### config.mk
export PLATFORM = sky130hd
export DESIGN_NAME = serial_frame_receive_deframer
export DESIGN_NICKNAME = d
export VERILOG_FILES = /design/src/rtl/core/sfrd_pkg.sv /design/src/rtl/core/serial_frame_receive_deframer.sv
export VERILOG_INCLUDE_DIRS = /design/src /design/src/rtl/core
export SDC_FILE = /design/constraint.sdc
export NUM_CORES = 1
export LEC_CHECK = 0
export ABC_AREA = 0
export BUFFER_PORTS_ARGS = -buffer_cell sky130_fd_sc_hd__buf_2
export CORE_ASPECT_RATIO = 0.6
export CORE_MARGIN = 1
export CORE_UTILIZATION = 54
export CTS_CLUSTER_SIZE = 40
export DETAILED_ROUTE_END_ITERATION = 10
export GPL_ROUTABILITY_DRIVEN = 0
export HOLD_SLACK_MARGIN = 0.02
export PLACE_DENSITY = 0.76
export SLEW_MARGIN = 20
export SYNTH_ARGS = -nofsm -noshare
export SYNTH_HDL_FRONTEND = slang
export SYNTH_SLANG_ARGS = --single-unit
### constraint.sdc
create_clock -name i_clk -period 4.8 [get_ports i_clk]
set_clock_uncertainty 0.05 [all_clocks]
set_input_delay 0.24 -clock i_clk [delete_from_list [all_inputs] [get_ports i_clk]]
set_output_delay 0.24 -clock i_clk [all_outputs]
set_load 0.05 [all_outputs]
### src/rtl/core/assert_macros.svh
// Assertion macros shared by the RTL modules (clock i_clk, reset i_rst_n).
`ifndef ASSERT_MACROS_SVH
`define ASSERT_MACROS_SVH

// Same-cycle implication, checked outside reset.
`define ASSERT_SAME(label, ante, cons) \
    label: assert property (@(posedge i_clk) disable iff (!i_rst_n) (ante) |-> (cons)) \
        else $error("assertion failed");

// Next-cycle implication, checked outside reset.
`define ASSERT_NEXT(label, ante, cons) \
    label: assert property (@(posedge i_clk) disable iff (!i_rst_n) (ante) |=> (cons)) \
        else $error("assertion failed");

`endif

### src/rtl/core/sfrd_pkg.sv
// Package for the serial frame receive deframer: register indexes, resets, phase type.
package sfrd_pkg;

    // Configuration register indexes
    localparam logic [1:0] CFG_SYNC_FIRST    = 2'd0;
    localparam logic [1:0] CFG_SYNC_SECOND   = 2'd1;
    localparam logic [1:0] CFG_SLOT_CAPACITY = 2'd2;

    // Configuration reset values
    localparam logic [7:0] RST_SYNC_FIRST    = 8'd170;
    localparam logic [7:0] RST_SYNC_SECOND   = 8'd85;
    localparam logic [7:0] RST_SLOT_CAPACITY = 8'd64;

    // Item opcodes
    localparam logic OP_BYTE    = 1'b0;
    localparam logic OP_RELEASE = 1'b1;

    // Parser phase, one-hot
    typedef enum logic [4:0] {
        PH_SYNC0   = 5'b00001,
        PH_SYNC1   = 5'b00010,
        PH_ADDR    = 5'b00100,
        PH_LEN     = 5'b01000,
        PH_PAYLOAD = 5'b10000
    } t_phase;

endpackage

### src/rtl/core/serial_frame_receive_deframer.sv
// Serial frame receive deframer: sync/address/length parser with slot-occupancy tracking.
//
// Input channel (i_in_valid / o_in_stall) carries one item per transfer: a received
// byte (i_op = 0, i_rx_byte) or a slot release (i_op = 1). Frames are first sync
// byte, second sync byte, address, length, payload. Every item gives exactly one
// result on the output channel (o_out_valid / i_out_stall): payload slot writes,
// frame delivery, too-long flag, or busy-drop flag, all zero on a release.
// The result of an item is registered at the edge that accepts it. One item is
// taken per cycle while the result register can drain; parser state update and result
// register are a single stage, so the only limit is the output register draining.
// When the receiver stalls, the result register holds and o_in_stall rises only
// if that register is full and stalled, so a new item is taken in the same cycle
// the old result leaves. The configuration port (i_cfg_we, i_cfg_index, i_cfg_data)
// writes sync bytes and slot capacity; write it only while the block is idle.
// Synchronous reset clears the parser to hunting for the first sync byte, frees the
// slot, empties the result register and restores the register defaults.
`include "assert_macros.svh"

module serial_frame_receive_deframer
    import sfrd_pkg::*;
(
    input  logic       i_clk,
    input  logic       i_rst_n,
    // configuration write port
    input  logic       i_cfg_we,
    input  logic [1:0] i_cfg_index,
    input  logic [7:0] i_cfg_data,
    // input channel
    input  logic       i_in_valid,
    output logic       o_in_stall,
    input  logic       i_op,
    input  logic [7:0] i_rx_byte,
    // output channel
    output logic       o_out_valid,
    input  logic       i_out_stall,
    output logic       o_store_valid,
    output logic [7:0] o_store_index,
    output logic [7:0] o_store_data,
    output logic       o_frame_done,
    output logic [7:0] o_frame_address,
    output logic [7:0] o_frame_length,
    output logic       o_frame_too_long,
    output logic       o_byte_dropped_busy
);

    // configuration registers
    logic [7:0] r_sync_first;
    logic [7:0] r_sync_second;
    logic [7:0] r_slot_capacity;

    // parser state
    t_phase     r_phase,         n_phase;
    logic [7:0] r_held_address,  n_held_address;
    logic [7:0] r_held_length,   n_held_length;
    logic [7:0] r_payload_count, n_payload_count;
    logic       r_slot_occupied, n_slot_occupied;

    // result register
    logic       r_out_valid;
    logic       r_store_valid,   n_store_valid;
    logic [7:0] r_store_index,   n_store_index;
    logic [7:0] r_store_data,    n_store_data;
    logic       r_frame_done,    n_frame_done;
    logic [7:0] r_frame_address, n_frame_address;
    logic [7:0] r_frame_length,  n_frame_length;
    logic       r_frame_too_long, n_frame_too_long;
    logic       r_byte_dropped,  n_byte_dropped;

    logic       w_accept;
    logic [7:0] w_count_inc;

    // stall input only when the result register is full and cannot drain
    assign o_in_stall = r_out_valid && i_out_stall;
    assign w_accept   = i_in_valid && !o_in_stall;
    assign w_count_inc = r_payload_count + 8'd1;

    // configuration writes
    always_ff @(posedge i_clk) begin
        if (!i_rst_n) begin
            r_sync_first    <= RST_SYNC_FIRST;
            r_sync_second   <= RST_SYNC_SECOND;
            r_slot_capacity <= RST_SLOT_CAPACITY;
        end else if (i_cfg_we) begin
            case (i_cfg_index)
                CFG_SYNC_FIRST:    r_sync_first    <= i_cfg_data;
                CFG_SYNC_SECOND:   r_sync_second   <= i_cfg_data;
                CFG_SLOT_CAPACITY: r_slot_capacity <= i_cfg_data;
                default: ;
            endcase
        end
    end

    // parser next state and result for the item on the input
    always_comb begin
        n_phase          = r_phase;
        n_held_address   = r_held_address;
        n_held_length    = r_held_length;
        n_payload_count  = r_payload_count;
        n_slot_occupied  = r_slot_occupied;
        n_store_valid    = 1'b0;
        n_store_index    = 8'd0;
        n_store_data     = 8'd0;
        n_frame_done     = 1'b0;
        n_frame_address  = 8'd0;
        n_frame_length   = 8'd0;
        n_frame_too_long = 1'b0;
        n_byte_dropped   = 1'b0;

        if (i_op == OP_RELEASE) begin
            n_slot_occupied = 1'b0;
        end else if (r_slot_occupied) begin
            // slot busy: drop the byte and resync
            n_phase        = PH_SYNC0;
            n_byte_dropped = 1'b1;
        end else begin
            case (r_phase)
                PH_SYNC1: begin
                    n_phase = (i_rx_byte == r_sync_second) ? PH_ADDR : PH_SYNC0;
                end
                PH_ADDR: begin
                    n_held_address = i_rx_byte;
                    n_phase        = PH_LEN;
                end
                PH_LEN: begin
                    n_held_length   = i_rx_byte;
                    n_payload_count = 8'd0;
                    if (i_rx_byte == 8'd0) begin
                        // empty frame delivers at once
                        n_frame_done    = 1'b1;
                        n_frame_address = r_held_address;
                        n_slot_occupied = 1'b1;
                        n_phase         = PH_SYNC0;
                    end else begin
                        n_phase = PH_PAYLOAD;
                    end
                end
                PH_PAYLOAD: begin
                    if (r_payload_count < r_slot_capacity) begin
                        n_store_valid = 1'b1;
                        n_store_index = r_payload_count;
                        n_store_data  = i_rx_byte;
                    end
                    n_payload_count = w_count_inc;
                    if (w_count_inc == r_held_length) begin
                        if (r_held_length <= r_slot_capacity) begin
                            n_frame_done    = 1'b1;
                            n_frame_address = r_held_address;
                            n_frame_length  = r_held_length;
                            n_slot_occupied = 1'b1;
                        end else begin
                            n_frame_too_long = 1'b1;
                        end
                        n_phase = PH_SYNC0;
                    end
                end
                default: begin
                    n_phase = (i_rx_byte == r_sync_first) ? PH_SYNC1 : PH_SYNC0;
                end
            endcase
        end
    end

    // parser state registers
    always_ff @(posedge i_clk) begin
        if (!i_rst_n) begin
            r_phase         <= PH_SYNC0;
            r_held_address  <= 8'd0;
            r_held_length   <= 8'd0;
            r_payload_count <= 8'd0;
            r_slot_occupied <= 1'b0;
        end else if (w_accept) begin
            r_phase         <= n_phase;
            r_held_address  <= n_held_address;
            r_held_length   <= n_held_length;
            r_payload_count <= n_payload_count;
            r_slot_occupied <= n_slot_occupied;
        end
    end

    // result valid
    always_ff @(posedge i_clk) begin
        if (!i_rst_n) begin
            r_out_valid <= 1'b0;
        end else if (w_accept) begin
            r_out_valid <= 1'b1;
        end else if (!i_out_stall) begin
            r_out_valid <= 1'b0;
        end
    end

    // result payload
    always_ff @(posedge i_clk) begin
        if (w_accept) begin
            r_store_valid    <= n_store_valid;
            r_store_index    <= n_store_index;
            r_store_data     <= n_store_data;
            r_frame_done     <= n_frame_done;
            r_frame_address  <= n_frame_address;
            r_frame_length   <= n_frame_length;
            r_frame_too_long <= n_frame_too_long;
            r_byte_dropped   <= n_byte_dropped;
        end
    end

    assign o_out_valid         = r_out_valid;
    assign o_store_valid       = r_store_valid;
    assign o_store_index       = r_store_index;
    assign o_store_data        = r_store_data;
    assign o_frame_done        = r_frame_done;
    assign o_frame_address     = r_frame_address;
    assign o_frame_length      = r_frame_length;
    assign o_frame_too_long    = r_frame_too_long;
    assign o_byte_dropped_busy = r_byte_dropped;

    // a frame cannot be both delivered and rejected
    `ASSERT_SAME(a_done_xor_long, r_out_valid, !(r_frame_done && r_frame_too_long))
    // a byte that meets an occupied slot is reported as dropped
    `ASSERT_NEXT(a_busy_drop, w_accept && (i_op == OP_BYTE) && r_slot_occupied, r_byte_dropped)
    // a delivery leaves the slot occupied
    `ASSERT_NEXT(a_done_occupies, w_accept && n_frame_done, r_slot_occupied)
    // payload phase is only entered with a nonzero length
    `ASSERT_SAME(a_payload_len, r_phase == PH_PAYLOAD, r_held_length != 8'd0)

endmodule

==> Word-level counts from Yosys, hierarchy flattened <==
Index checks and enable logic that the tools add are counted.
{ "word_totals": {"regBits": 91, "latchBits": 0, "ramBits": 0, "mem_bits_ro": 0, "input_bits": 24, "out_inout_bits": 38, "wordCells": 77, "n_memories": 0} }
{ "op_classes": {"n_addsub": 1, "n_mul": 0, "div": 0, "n_lt_le_gt_ge": 2, "eq_ne": 11, "shifts": 0, "muxes": 22, "bitwise": 6, "n_reduce_logical": 18} }
{ "ops": {"columns": ["operator", "count"], "rows": [
  ["$pmux 8 s2", 2],
  ["$eq 8x8->1", 3],
  ["$mux 8", 3],
  ["$pmux 5 s4", 1],
  ["$mux 5", 3],
  ["$reduce_and 4->1", 3],
  ["$mux 1", 10],
  ["$add 8x1->8 const B", 1],
  ["$le 8x8->1", 1],
  ["$logic_not 8->1", 1],
  ["$lt 8x8->1", 1],
  ["$reduce_or 4->1", 2],
  ["$not 1->1", 6],
  ["$reduce_and 2->1", 3],
  ["$eq 5x2->1 const B", 1],
  ["$eq 5x3->1 const B", 1],
  ["$eq 5x4->1 const B", 1],
  ["$eq 5x5->1 const B", 1],
  ["$reduce_or 5->1", 1],
  ["$mux 3", 1],
  ["$ne 3x3->1 const B", 1],
  ["$reduce_and 3->1", 1],
  ["$reduce_or 3->1", 1],
  ["$eq 2x1->1 const B", 1],
  ["9 further kinds", 10]
]} }

==> Longest topological paths before layout <==
{ "logic_depth": {"word_depth": 6, "mapped_depth": 9, "ltp_nobuf": 8} }

==> Worst setup path after synthesis <==
Ideal clock, no wire load.
{ "synth_timing": {"kind": "register -> register", "startpoint": "register r_out_valid, in the netlist o_out_valid", "endpoint": "register r_held_address[0]", "setup_ns": 0.128, "arrival_time_ns": 4.494, "t_required_ns": 4.622, "slack_ns": 0.128, "path_stages_with_launch": 8, "path_buffers": 2, "synth_period_minus_slack_ns": 4.672, "cell_sequence": "dfxtp_1 -> a21boi_0 -> and2_1 -> clkbuf_1 -> nand4_1 -> clkbuf_1 -> a21oi_1 -> nor2_1"} }
{ "synth_via": {"elab_chain_cells": 4} }
{ "synth_rtl": {"columns": ["element", "line_no", "source"], "rows": [
  ["start: declaration", "serial_frame_receive_deframer.sv:59", "logic r_out_valid;"],
  ["start signal: assignment", "serial_frame_receive_deframer.sv:183", "r_out_valid <= 1'b0;"],
  ["start signal: assignment", "serial_frame_receive_deframer.sv:185", "r_out_valid <= 1'b1;"],
  ["start signal: assignment", "serial_frame_receive_deframer.sv:187", "r_out_valid <= 1'b0;"],
  ["$logic_and 1x1->1", "serial_frame_receive_deframer.sv:73", "assign o_in_stall = r_out_valid && i_out_stall;"],
  ["$logic_not 1->1", "serial_frame_receive_deframer.sv:74", "assign w_accept = i_in_valid && !o_in_stall;"],
  ["$logic_and 1x1->1", "serial_frame_receive_deframer.sv:74", null],
  ["via w_accept", "serial_frame_receive_deframer.sv:69", "logic w_accept;"],
  ["$reduce_and 4->1 (no source line)", null, null],
  ["end signal: assignment", "serial_frame_receive_deframer.sv:173", "r_held_address <= n_held_address;"],
  ["end: declaration", "serial_frame_receive_deframer.sv:53", "logic [7:0] r_held_address, n_held_address;"]
]} }
The timed path passes the listed nets, and every way through them passes these cells.
A chain may end at the register's enable or synchronous reset.

==> Worst setup path after layout <==
{ "layout_timing": {"startpoint": "register r_payload_count[0]", "endpoint": "register r_frame_address[2], in the netlist o_frame_address[2] (data pin)"} }
{ "layout_via": {"elab_chain_cells": 4} }
{ "layout_rtl": {"columns": ["element", "line_no", "source"], "rows": [
  ["start: declaration", "serial_frame_receive_deframer.sv:55", "logic [7:0] r_payload_count, n_payload_count;"],
  ["start signal: assignment", "serial_frame_receive_deframer.sv:175", "r_payload_count <= n_payload_count;"],
  ["$add 8x1->8", "serial_frame_receive_deframer.sv:75", "assign w_count_inc = r_payload_count + 8'd1;"],
  ["$eq 8x8->1", "serial_frame_receive_deframer.sv:144", "if (w_count_inc == r_held_length) begin"],
  ["$mux 8", "serial_frame_receive_deframer.sv:144", null],
  ["$pmux 8 s2", "serial_frame_receive_deframer.sv:116", "case (r_phase)"],
  ["end signal: assignment", "serial_frame_receive_deframer.sv:198", "r_frame_address <= n_frame_address;"],
  ["end: declaration", "serial_frame_receive_deframer.sv:64", "logic [7:0] r_frame_address, n_frame_address;"]
]} }
No other way between the ends.

==> impl_metrics.ini <==
[synthesis]
async_flop_share_pct = 0
yosys.area.top_type_share_pct = 25.0
postSynthCellCount = 443
synth.area.mux_share_pct = 5.92
synth-edff-count = 36
syn-cell-area_um2 = 4400
synth_top_family_by_area = simple AND/OR/NAND/NOR gates
syn_nets = 483
synthAdderAreaFrac_pct = 4.55
synth_seq_area_share_pct = 49.6
synth-simple-area-share_pct = 16.3
synth_ff_type = dfxtp_1
ys_ff_latch = 91
ys_warn_count = 0
yosys.area.top_type = dfxtp_1
synthDistinctLibCells = 48
synth_xor_xnor_area_share_pct = 6.12
synth.avg_cell_area_um2 = 9.93
synth.area.top_cells = dfxtp_1 25%, edfxtp_1 25%, nor2_1 6.1%
synth_compound_area_share_pct = 13.6

[detailed_routing]
dr.pass1.iters = 5
drtIter0Drc = 305
drc = 0
post_drt_wl_per_cell_um = 16.5
vias_per_cell = 5.67
routed_wirelength_mm = 10.1
antenna_left = 0
vias = 3466

[die]
fp.dieW_um = 119
die_area_um2 = 8520
io_pins = 62
fp.dieH_um = 71.9
rows = 25
core_um2 = 7880
initial_core_util_pct = 55.8

[sta]
finalHoldViolCount = 0
setup_viol = 0
final.min_clock_period_ns = 2.66
report.final.slew_viol_count = 0
slew_headroom_pct = 51.4
finalCritPeriodShare_pct = 55.3
rsz0062_at_grt = false
tns_ns = 0
fmax_mhz = 377
tightest_slew_ns = 0.724

[hold_path]
hold_path_startpoint = i_in_valid
hold_path_depth = 2
hold_class = input pin to register
hold_end = o_out_valid

[critical_path]
rr_endpoint = o_frame_address[2]
r2r_slack_ns = 2.14
crit_fanout = 10
worstPathRequired_ns = 4.95
arrival_ns = 2.80
critical_path_class = register to register
critPathLaunchType = register
r2r_cells = 7
endpoint_kind = register
rr_startpoint = r_payload_count[0]

[layout]
instances_no_fill = 611
n_antenna_cell = 0
fin_nets = 538
drive_gt1_share_pct = 17.5
layout_commonest_cell = nor2_1
syn2layout_area_growth_pct = 16.2
n_fill_cell = 662
most-common-layout-cells = 71 x nor2_1, 61 x buf_2, 55 x dfxtp_1, 36 x edfxtp_1, 27 x a21oi_1

[place]
dp_hpwl_mm = 7.29
io_buffers = 61
placedCellCount = 595

[pwr]
p_int_w = 0.00129
clkPwrFrac_pct = 42.0
power_density_nw_per_um2 = 338
combPwrFrac_pct = 9.8
net-switching-power_w = 0.000435
p_sw_share_pct = 25.2
p_seq_share_pct = 48.2
vdd_drop_max_mv = 0.286
leakage_nw = 2.08

[clock_tree]
cts_buffer_depth = 2
path_clk_slew_ns = 0.06
cts_setup_buffers = 0
htree_levels = 3
cts.sinks = 91
cts_resized = 0
cts_tree = built
cts_hold_buf = 0
cts_root_buf = clkbuf_16
worstSkewPairLatency_ns = 0.35
cts-buffers-inserted = 9

[job]
drv_cap = 0

[run_status]
status = complete, no violations

[global_routing]
grt_overflow = 0
grt_start_max_net_pins = 40
antenna_found_initial = 0
track_usage_pct = 25.5
grt_pass1_wl_mm = 16.4
grt_pass1_vias = 3198
-- sequential cells by signal (all words and copies together) (netlist names), 5 cells and up --
signal / flops
o_frame_address: 8
o_frame_length: 8
o_store_data: 8
o_store_index: 8
r_held_address: 8
r_held_length: 8
r_payload_count: 8
r_slot_capacity: 8
r_sync_first: 8
r_sync_second: 8
r_phase: 5
-- per-stage QoR --
stage | total power, W | utilization [%] | hold slack (ns) | instance area, µm² | setup slack [ns]
finish | 0.00173 | 64.8 | 0.0649 | 5110 | 2.14
global route | 0.00178 | 64.8 | 0.0759 | 5110 | 2.01
CTS | 0.00174 | 64.8 | 0.0630 | 5110 | 2.14
detailed placement | 0.00102 | 60.9 | 0.421 | 4800 | 2.19
global placement | 0.00101 | 60.9 | 0.415 | 4800 | 2.32
floorplan | 0.000969 | - | 0.314 | 4400 | 0.128
-- area by class of cell --
type	instances	area (µm²)	share of cell area (%)
flip-flops and latches	91	2180	42.7
multi-input cells	307	2060	40.3
repair buffers	64	328	6.42
clock buffers	10	239	4.68
well taps	108	135	2.65
inverters	25	93.8	1.84
clock inverters	6	72.6	1.42
-- cells in the mapped netlist (2+ instances only) --
cell	instances
nor2_1	71
dfxtp_1	55
edfxtp_1	36
a21oi_1	27
mux2i_1	26
nand2_1	25
inv_1	24
xnor2_1	21
clkbuf_1	18
a211oi_1	16
ha_1	16
and2_1	11
nand3_1	9
o21ai_0	8
a21boi_1	7
a21o_1	7
xor2_1	7
nand4_1	6
nor4_1	6
nor3_1	5
nor2b_1	4
and3_1	3
nand2b_1	3
a211o_1	2
a21boi_2	2
a22oi_1	2
buf_1	2
nand3b_1	2
o21a_1	2
o22ai_1	2
-- routing by layer --
layer	up-vias	global-route usage (%)	part of all wire [%]
li1	1668	-	-
met1	1643	36.2	48
met2	138	38.8	43
met3	17	6.84	7.3
met4	0	7.17	1.4
met5	-	0	0
-- cells by family (layout without fill, tap and decap cells) --
logic type,Yosys count,in the layout
AO/OA/AOI/OAI,85,85
adder cells (fa/ha/maj),16,16
flip-flops,91,91
XOR/XNOR,29,29
AND/OR/NAND/NOR,151,151
buffers and inverters,45,105
multiplexers,26,26
-- power by group through the flow --
stage / sequential [W] / clock (W) / combinational (W)
finish: 0.000832 / 0.000725 / 0.000169
CTS: 0.000832 / 0.000735 / 0.000169
detailed placement: 0.000849 / 0 / 0.000169
global route: 0.000834 / 0.000761 / 0.000180
floorplan: 0.000904 / 0 / 0.0000643
global placement: 0.000849 / 0 / 0.000165
-- worst max path at each step --
stage / from / end / slack (ns) / depth (start not counted)
floorplan: o_out_valid / r_held_address[0] / 0.13 / 7
CTS: r_payload_count[0] / o_frame_address[2] / 2.14 / 7
global route: r_payload_count[0] / o_frame_address[6] / 2.01 / 7
detailed placement: r_payload_count[0] / o_frame_address[2] / 2.19 / 7
global placement: r_payload_count[0] / o_frame_address[5] / 2.32 / 6
finish: r_payload_count[0] / o_frame_address[2] / 2.14 / 7
-- critical path: stages, from the launching register on --
cell      delay [ns]
dfxtp_1         0.46
ha_1            0.26
nand3_1         0.29
o22a_1          0.33
nor4_4          0.23
nand4_2         0.25
a2111o_4        0.49
a21boi_1        0.15
Power figures use the tool's default switching activity.
